--- config.mk ---
export PLATFORM = sky130hd
export DESIGN_NAME = utf8_stream_validator_flat
export DESIGN_NICKNAME = d
export VERILOG_FILES = /design/src/rtl/core/u8sv_pkg.sv /design/src/rtl/core/u8sv_byte_if.sv /design/src/rtl/core/u8sv_status_if.sv /design/src/rtl/core/utf8_stream_validator.sv /design/src/flat_wrapper.sv
export SDC_FILE = /design/constraint.sdc
export NUM_CORES = 1
export LEC_CHECK = 0
export ABC_CLOCK_PERIOD_IN_PS = 1900
export BUFFER_PORTS_ARGS = -buffer_cell sky130_fd_sc_hd__buf_2
export CAP_MARGIN = 10
export CORE_ASPECT_RATIO = 0.7
export CORE_MARGIN = 3
export CORE_UTILIZATION = 50
export DETAILED_ROUTE_END_ITERATION = 6
export PLACE_DENSITY = 0.71
export SYNTH_ARGS = -nofsm -noshare
export SYNTH_HDL_FRONTEND = slang
export SYNTH_SLANG_ARGS = --single-unit
--- constraint.sdc ---
create_clock -name clk -period 1.9 [get_ports clk]
set_clock_uncertainty 0.15 [all_clocks]
set_input_delay 0.095 -clock clk [delete_from_list [all_inputs] [get_ports clk]]
set_output_delay 0.095 -clock clk [all_outputs]
set_load 0.005 [all_outputs]
--- src/rtl/core/u8sv_pkg.sv ---
// Shared types and status codes for the UTF-8 stream validator.
`timescale 1ns / 1ps

package u8sv_pkg;

    typedef logic [7:0]  byte_t;
    typedef logic [2:0]  status_t;
    typedef logic [1:0]  pending_t;
    typedef logic [2:0]  char_len_t;
    typedef logic [20:0] code_point_t;

    localparam status_t ST_VALID      = 3'd0;
    localparam status_t ST_MISSING    = 3'd1;
    localparam status_t ST_INVALID    = 3'd2;
    localparam status_t ST_OVERLONG   = 3'd3;
    localparam status_t ST_RESTRICTED = 3'd4;

    localparam char_len_t LEN_NONE = 3'd0;
    localparam char_len_t LEN_TWO  = 3'd2;
    localparam char_len_t LEN_THREE = 3'd3;
    localparam char_len_t LEN_FOUR = 3'd4;

    localparam code_point_t SURR_LOW   = 21'h00D800;
    localparam code_point_t SURR_HIGH  = 21'h00DFFF;
    localparam code_point_t CP_MAX     = 21'h10FFFF;
    localparam code_point_t MIN_FOUR   = 21'h010000;
    localparam code_point_t MIN_THREE  = 21'h000800;
    localparam code_point_t MIN_TWO    = 21'h000080;

    localparam byte_t LEAD_RESTRICTED = 8'hF5;

endpackage

--- src/rtl/core/u8sv_byte_if.sv ---
// Byte transaction channel: data byte, last-byte mark and empty-string mark.
`timescale 1ns / 1ps

interface u8sv_byte_if;

    logic             valid;
    logic             ready;
    u8sv_pkg::byte_t  data_byte;
    logic             last_byte;
    logic             empty_string;

    modport source (output valid, output data_byte, output last_byte,
                    output empty_string, input ready);
    modport sink   (input valid, input data_byte, input last_byte,
                    input empty_string, output ready);

endinterface

--- src/rtl/core/u8sv_status_if.sv ---
// Status transaction channel: one validation result per string.
`timescale 1ns / 1ps

interface u8sv_status_if;

    logic              valid;
    logic              ready;
    u8sv_pkg::status_t status;

    modport source (output valid, output status, input ready);
    modport sink   (input valid, input status, output ready);

endinterface

--- src/rtl/core/utf8_stream_validator.sv ---
// UTF-8 stream validator: per-byte decode state and registered string status.
// The status of a string is registered on its final transaction and appears in the cycle after it.
// Throughput: one byte transaction per cycle; the single status register
//   refills in the cycle it is drained, so input stalls only when it is held.
// Reset: rst_n clears the decode state and empties the status register.
`timescale 1ns / 1ps

module utf8_stream_validator (
    input logic           clk,
    input logic           rst_n,
    u8sv_byte_if.sink     bytes,
    u8sv_status_if.source result
);

    import u8sv_pkg::*;

    pending_t    expected_reg, expected_next;
    char_len_t   char_len_reg, char_len_next;
    code_point_t code_point_reg, code_point_next;
    logic        pend_inv_reg, pend_inv_next;
    logic        err_seen_reg, err_seen_next;
    status_t     err_code_reg, err_code_next;
    logic        out_valid_reg;
    status_t     status_reg, status_next;

    logic        accept;
    logic        ends_string;
    byte_t       c;
    pending_t    exp_dec;
    code_point_t cp_shift;
    logic        pi_cont;

    assign bytes.ready   = !out_valid_reg || result.ready;
    assign accept        = bytes.valid && bytes.ready;
    assign ends_string   = bytes.empty_string || bytes.last_byte;
    assign c             = bytes.data_byte;
    assign exp_dec       = expected_reg - 2'd1;
    assign cp_shift      = {code_point_reg[14:0], c[5:0]};
    assign pi_cont       = pend_inv_reg || (c[7:6] != 2'b10);
    assign result.valid  = out_valid_reg;
    assign result.status = status_reg;

    always_comb
    begin
        expected_next   = expected_reg;
        char_len_next   = char_len_reg;
        code_point_next = code_point_reg;
        pend_inv_next   = pend_inv_reg;
        err_seen_next   = err_seen_reg;
        err_code_next   = err_code_reg;
        status_next     = ST_VALID;

        if (!bytes.empty_string && !err_seen_reg)
        begin
            if (expected_reg == 2'd0)
            begin
                // decode lead byte
                pend_inv_next = 1'b0;
                if (!c[7])
                begin
                    pend_inv_next = 1'b0;
                end
                else if (c[7:5] == 3'b110)
                begin
                    expected_next   = 2'd1;
                    char_len_next   = LEN_TWO;
                    code_point_next = {16'd0, c[4:0]};
                end
                else if (c[7:4] == 4'b1110)
                begin
                    expected_next   = 2'd2;
                    char_len_next   = LEN_THREE;
                    code_point_next = {17'd0, c[3:0]};
                end
                else if (c[7:3] == 5'b11110)
                begin
                    if (c >= LEAD_RESTRICTED)
                    begin
                        err_seen_next = 1'b1;
                        err_code_next = ST_RESTRICTED;
                    end
                    else
                    begin
                        expected_next   = 2'd3;
                        char_len_next   = LEN_FOUR;
                        code_point_next = {18'd0, c[2:0]};
                    end
                end
                else
                begin
                    err_seen_next = 1'b1;
                    err_code_next = ST_INVALID;
                end
            end
            else
            begin
                // accumulate continuation byte
                expected_next   = exp_dec;
                code_point_next = cp_shift;
                pend_inv_next   = pi_cont;
                if (exp_dec == 2'd0)
                begin
                    if (pi_cont)
                    begin
                        err_seen_next = 1'b1;
                        err_code_next = ST_INVALID;
                    end
                    else if ((cp_shift >= SURR_LOW && cp_shift <= SURR_HIGH) ||
                             (cp_shift > CP_MAX))
                    begin
                        err_seen_next = 1'b1;
                        err_code_next = ST_RESTRICTED;
                    end
                    else if ((char_len_reg == LEN_FOUR && cp_shift < MIN_FOUR) ||
                             (char_len_reg == LEN_THREE && cp_shift < MIN_THREE) ||
                             (char_len_reg == LEN_TWO && cp_shift < MIN_TWO))
                    begin
                        err_seen_next = 1'b1;
                        err_code_next = ST_OVERLONG;
                    end
                    char_len_next   = LEN_NONE;
                    code_point_next = '0;
                    pend_inv_next   = 1'b0;
                end
            end
        end

        if (err_seen_next)
        begin
            status_next = err_code_next;
        end
        else if (expected_next != 2'd0)
        begin
            status_next = ST_MISSING;
        end

        if (ends_string)
        begin
            // drop string state
            expected_next   = 2'd0;
            char_len_next   = LEN_NONE;
            code_point_next = '0;
            pend_inv_next   = 1'b0;
            err_seen_next   = 1'b0;
            err_code_next   = ST_VALID;
        end
    end

    always_ff @(posedge clk or negedge rst_n)
    begin
        if (!rst_n)
        begin
            expected_reg   <= 2'd0;
            char_len_reg   <= LEN_NONE;
            code_point_reg <= '0;
            pend_inv_reg   <= 1'b0;
            err_seen_reg   <= 1'b0;
            err_code_reg   <= ST_VALID;
            out_valid_reg  <= 1'b0;
        end
        else
        begin
            if (accept)
            begin
                expected_reg   <= expected_next;
                char_len_reg   <= char_len_next;
                code_point_reg <= code_point_next;
                pend_inv_reg   <= pend_inv_next;
                err_seen_reg   <= err_seen_next;
                err_code_reg   <= err_code_next;
            end
            if (accept && ends_string)
            begin
                out_valid_reg <= 1'b1;
            end
            else if (result.ready)
            begin
                out_valid_reg <= 1'b0;
            end
        end
    end

    always_ff @(posedge clk)
    begin
        if (accept && ends_string)
        begin
            status_reg <= status_next;
        end
    end

endmodule
--- src/flat_wrapper.sv ---
// flat-port wrapper written by rule: the top's interface ports become plain ports
module utf8_stream_validator_flat import u8sv_pkg::*;
  (clk, rst_n, bytes_valid, bytes_data_byte, bytes_last_byte, bytes_empty_string, bytes_ready, result_valid, result_status, result_ready);
  u8sv_byte_if bytes_i ();
  u8sv_status_if result_i ();
  input logic clk;
  input logic rst_n;
  input wire logic [$bits(bytes_i.valid)-1:0] bytes_valid;
  input wire logic [$bits(bytes_i.data_byte)-1:0] bytes_data_byte;
  input wire logic [$bits(bytes_i.last_byte)-1:0] bytes_last_byte;
  input wire logic [$bits(bytes_i.empty_string)-1:0] bytes_empty_string;
  output wire logic [$bits(bytes_i.ready)-1:0] bytes_ready;
  output wire logic [$bits(result_i.valid)-1:0] result_valid;
  output wire logic [$bits(result_i.status)-1:0] result_status;
  input wire logic [$bits(result_i.ready)-1:0] result_ready;
  assign bytes_i.valid = bytes_valid;
  assign bytes_i.data_byte = bytes_data_byte;
  assign bytes_i.last_byte = bytes_last_byte;
  assign bytes_i.empty_string = bytes_empty_string;
  assign bytes_ready = bytes_i.ready;
  assign result_valid = result_i.valid;
  assign result_status = result_i.status;
  assign result_i.ready = result_ready;
  utf8_stream_validator u_core (.clk(clk), .rst_n(rst_n), .bytes(bytes_i), .result(result_i));
endmodule
* Word-level counts from Yosys, hierarchy flattened
Cells that the tools add are included.
** Word-level totals
- Register bits after elaboration :: 29
- Word-level logic and storage cells :: 109
** Cells by class
- Equality and inequality tests :: 10
- Add/sub/neg operators :: 1
- Muxes and demuxes :: 58
- Reductions and logical operators :: 25
- Magnitude comparators :: 7
** Operator list (number)
- $mux W15 :: 9
- $mux W3 :: 22
- $ge A21 B16 Y1 const B :: 1
- $gt A21 B21 Y1 const B :: 1
- $le A21 B16 Y1 const B :: 1
- $lt A21 B12 Y1 const B :: 1
- $lt A21 B17 Y1 const B :: 1
- $lt A21 B8 Y1 const B :: 1
- $mux W1 :: 19
- $mux W2 :: 8
- $ne A5 B4 Y1 const B :: 2
- $ge A8 B8 Y1 const B :: 1
- $logic_and A1 B1 Y1 :: 7
- $eq A3 B2 Y1 const B :: 2
- $eq A3 B3 Y1 const B :: 2
- $logic_or A1 B1 Y1 :: 6
- $reduce_and A6 Y1 :: 1
- $reduce_bool A2 Y1 :: 3
- $eq A5 B5 Y1 const B :: 1
- $reduce_and A5 Y1 :: 1
- $eq A4 B4 Y1 const B :: 1
- $logic_not A2 Y1 :: 2
- $logic_not A1 Y1 :: 3
- $ne A3 B2 Y1 const B :: 1
- other kinds (4) :: 4

* Logic depth before layout (Yosys ltp)
- Depth after elaboration :: 11
- Gate-level depth with buffers :: 8

* Worst setup path after synthesis
No wires, ideal clock.
- Kind :: reg-to-reg
- From :: register u_core.code_point_reg[13]
- To :: register u_core.status_reg[0] (netlist: u_core.result.status[0]) (data pin)
- Setup slack :: -0.166 ns
- Buffers on the path :: 0
- Data arrival time :: 1.646 ns
- Stages on the path, launching flop included :: 6
- Cell sequence :: dfrtp_1 nor4_2 o21ai_0 or4_1 o311ai_2 mux2i_1
** On the way
- Longest elaborated chain between the ends :: 11
- Elaborated cells between the ends (all ways) :: 26
- Those cells by class :: order compare (6); mux (13); reduce/logical (7)
** RTL lines
- start: declaration :: line utf8_stream_validator.sv:19 : code_point_t code_point_reg, code_point_next;
- start signal: assignment :: line utf8_stream_validator.sv:167 : code_point_reg <= code_point_next;
- $lt A21 B17 Y1 or $lt A21 B12 Y1 (tied branches) :: line utf8_stream_validator.sv:114, utf8_stream_validator.sv:115
- $logic_and A1 B1 Y1, on equally long branches :: line utf8_stream_validator.sv:114, utf8_stream_validator.sv:115
- $logic_or A1 B1 Y1 :: line utf8_stream_validator.sv:114 : else if ((char_len_reg == LEN_FOUR && cp_shift < MIN_FOUR) ||
- $logic_or A1 B1 Y1 :: line utf8_stream_validator.sv:115 : (char_len_reg == LEN_THREE && cp_shift < MIN_THREE) ||
- $mux W3 or $mux W1 (tied branches) :: line utf8_stream_validator.sv:114
- $mux W3 or $mux W1 (tied branches) :: line utf8_stream_validator.sv:108 : else if ((cp_shift >= SURR_LOW && cp_shift <= SURR_HIGH) ||
- $mux W3 or $mux W1 (tied branches) :: line utf8_stream_validator.sv:103 : if (pi_cont)
- $mux W3 or $mux W1 (tied branches) :: line utf8_stream_validator.sv:101 : if (exp_dec == 2'd0)
- $mux W3 or $mux W1 (tied branches) :: line utf8_stream_validator.sv:55 : if (expected_reg == 2'd0)
- $mux W3 or $mux W1 (tied branches) :: line utf8_stream_validator.sv:53 : if (!bytes.empty_string && !err_seen_reg)
- $mux W3 (*) :: line utf8_stream_validator.sv:128 : if (err_seen_next)
- named net u_core.status_next[0] :: line utf8_stream_validator.sv:24 : status_t status_reg, status_next;
- end signal: assignment :: line utf8_stream_validator.sv:187 : status_reg <= status_next;
- end: declaration :: line utf8_stream_validator.sv:24
The timed path passes the listed nets; every way through them passes the cells marked *.
A chain may end at the register's enable or synchronous reset.

* Final worst setup path
- From :: register u_core.pend_inv_reg
- To :: register u_core.status_reg[0] (netlist: u_core.result.status[0]) (data pin)
** On the way
- Longest elaborated chain between the ends :: 6
- Elaborated cells between the ends (all ways) :: 10
- Those cells by class :: mux (9); reduce/logical (1)
** RTL lines
- start: declaration :: line utf8_stream_validator.sv:20 : logic pend_inv_reg, pend_inv_next;
- start signal: assignment :: line utf8_stream_validator.sv:168 : pend_inv_reg <= pend_inv_next;
- $logic_or A1 B1 Y1 (*) :: line utf8_stream_validator.sv:39 : assign pi_cont = pend_inv_reg || (c[7:6] != 2'b10);
- $mux W3 or $mux W1 (tied branches) :: line utf8_stream_validator.sv:103
- $mux W3 or $mux W1 (tied branches) :: line utf8_stream_validator.sv:101
- $mux W3 or $mux W1 (tied branches) :: line utf8_stream_validator.sv:55
- $mux W3 or $mux W1 (tied branches) :: line utf8_stream_validator.sv:53
- $mux W3 (*) :: line utf8_stream_validator.sv:128
- named net u_core.status_next[0] :: line utf8_stream_validator.sv:24
Marks and branches as above.

==> out/results.ini <==
[timing]
maxSlewHeadroom_pct = 60.9
slew_viol_final = 0
tns_ns = -0.914
hold_slack_ns = 0.00685
rsz0062_at_grt = yes
fin_crit_ns = 2.14
fin_ws_ns = -0.238
tightest_slew_ns = 0.587
timing.final.crit_share_pct = 113
setup_viol = 5
hold_viol = 0
fmax_ghz = 0.468

[clock_network]
clkLatencyLatePin_ns = 0.29
cts_tree = yes
path_clk_slew_ns = 0.07
numCtsBuffers = 5
cts_root_buffer = clkbuf_8
cts_buffer_depth = 2
cts_sinks = 29
h-tree-depth = 2

[synth]
synthesis.nets = 216
synth_edf_count = 3
synth_cell_types = 39
postSynthCellCount = 200
synth-seq-cells = 29
synth.avg_cell_area_um2 = 8.11
ys_seq_area_share_pct = 45.6
async_reset_ff_share_pct = 89.7
yosys_warnings = 0
synth-main-ff-cell = dfrtp_1
syn_area_um2 = 1620

[routing]
wire_per_inst_um = 16.6
drt-initial-drc-count = 160
drtAntennaViolNets = 0
drc_errors = 0
vias = 1736
drt_first_pass_iters = 5
routed_wl_um = 4920
post_drt_via_cell_ratio = 5.85

[worst_setup_path]
critPathKind = flop to flop
max_stage_delay_ns = 0.44
critPathSlowestCell = or4_4
crit_top_cell = a21oi_2
timing.critical_path.to_type = flop
path_cells = or3b_4 -> a21oi_2 -> a21oi_2 -> or4_4 -> o311ai_4 -> mux2i_1
cp_max_fo = 4
cp_top_family = simple AND/OR/NAND/NOR gates
startpoint_type = flop
arrival_ns = 2.13
worstPathRequired_ns = 1.89
cp_num_buf_inv = 0

[global_route]
antenna_found_initial = 0
grt_pass1_vias = 1580
grt_pass1_wl_um = 7700
overflow = 0
grt.total_usage_pct = 26.6
grt_max_degree = 34

[cells_and_area]
antenna_cells = 0
nets = 276
drive_gt1_share_pct = 36.4
syn_to_final_growth_pct = 41.2
final_cell_mix = nand2_1, buf_4, dfrtp_1
final_common_cell = nand2_1
fin_cells = 297
largest_register_ffs = 15
final_area_um2 = 2290

[floorplan]
ioPinCount = 19
start_util_pct = 55.1
die_h_um = 53.7
core_area_um2 = 2940
fp-row-count = 16
dieArea_um2 = 3980
die_w_um = 74.1

[outcome]
outcome = finished with violations
violations = setup timing

[hold_path]
hp-class = input port to flop

[power]
power.leakage_nw = 1.02
p_sw_mw = 0.433
total_power_mw = 1.46
internal-power_mw = 1.03
sw_frac_of_total_pct = 29.7
pwr-share-comb_pct = 19.3
clockPowerShare_pct = 35.3
power_frac_seq_pct = 45.4
p_per_area_nw_per_um2 = 636
ir_drop_uv = 481

[placement]
gp_congestion = 0.931
place_area_um2 = 1990
port_buffers = 18
dpl.hpwl_um = 3270
place_inst = 276

[flow_run]
max_cap_viol_count = 0

==> metrics by stage <==
step | utilization (%) | worst slack [ns]
floorplan | - | -0.0806
global placement | 67.7 | -0.158
detailed placement | 67.7 | -0.308
CTS | 74.6 | -0.179
global route | 77.8 | -0.345
finish | 77.8 | -0.238
==> cell type report <==
type | instances | area, um2
sequential | 29 | 741
clock buffer | 5 | 68.8
inverter | 9 | 33.8
tap | 36 | 45.0
timing repair buffer | 60 | 433
clock inverter | 3 | 17.5
multi-input combinational | 155 | 952
fill | 215 | 652
==> path summary, 6_finish.rpt <==
path,from,endpoint,slack [ns],cells after the start
max in group asynchronous,rst_n,u_core.expected_reg[1],1.02,2
min in group asynchronous,rst_n,u_core.code_point_reg[10],0.19,2
min,result_ready,u_core.result.valid,0.007,3
max reg2reg,u_core.pend_inv_reg,u_core.result.status[0],-0.24,6
min reg2reg,u_core.code_point_reg[0],u_core.code_point_reg[0],0.35,2
max,u_core.pend_inv_reg,u_core.result.status[0],-0.24,6
==> Yosys cell counts, drive strengths merged, types with 2 or more instances <==
library cell	number	area (um2)
nand2	51	191
o21ai	30	150
dfrtp	26	651
nor2	12	45.0
a21oi	11	58.8
inv	9	33.8
nand3	9	45.0
clkbuf	7	26.3
nor3	4	20.0
edfxtp	3	90.1
o31ai	3	22.5
or3	3	18.8
a21boi	2	15.0
a31oi	2	12.5
ha	2	25.0
nand2b	2	12.5
nor4	2	18.8
o22ai	2	12.5
or2	2	12.5
==> per-layer routing <==
layer / GRT usage [%] / wire [um] / up-vias
met5: 0 / 0 / -
met4: 10.8 / 78 / 0
met3: 6.34 / 412 / 12
met2: 38.1 / 2140 / 96
met1: 38.5 / 2290 / 802
li1: - / - / 826
==> worst register-to-register path, cell delays in order (launching register included) <==
cell,delay [ns]
dfrtp_1,0.39
or3b_4,0.41
a21oi_2,0.16
a21oi_2,0.10
or4_4,0.44
o311ai_4,0.10
mux2i_1,0.23
==> kinds of logic (layout without fill, tap and decap cells) <==
group,after synthesis,after routing,share of synthesized area [%]
muxes,1,1,0.617
adders and majority gates,2,2,1.54
AOI/OAI and AO/OA,59,59,22.0
DFF,29,29,45.6
and+or+nand+nor,93,93,26.5
buffers and inverters,16,77,3.70
==> repair_timing <==
item / 4_1_cts / 5_1_grt
endpoints found under the setup margin: 12 / 12
hold buffers: 6 / 0
gates resized for setup: 10 / 20
pin swaps: 3 / 9
endpoints found under the hold margin: 31 / 0
setup buffers: 2 / 5
==> power groups by stage <==
stage | Combinational (mW) | Sequential, mW | Clock (mW)
2_1_floorplan | 0.119 | 0.671 | 0
3_3_place_gp | 0.233 | 0.669 | 0
3_5_place_dp | 0.241 | 0.669 | 0
4_1_cts | 0.260 | 0.659 | 0.507
5_1_grt | 0.309 | 0.663 | 0.540
6_report | 0.281 | 0.661 | 0.515
Note: power is estimated with default switching activity, not from simulation.
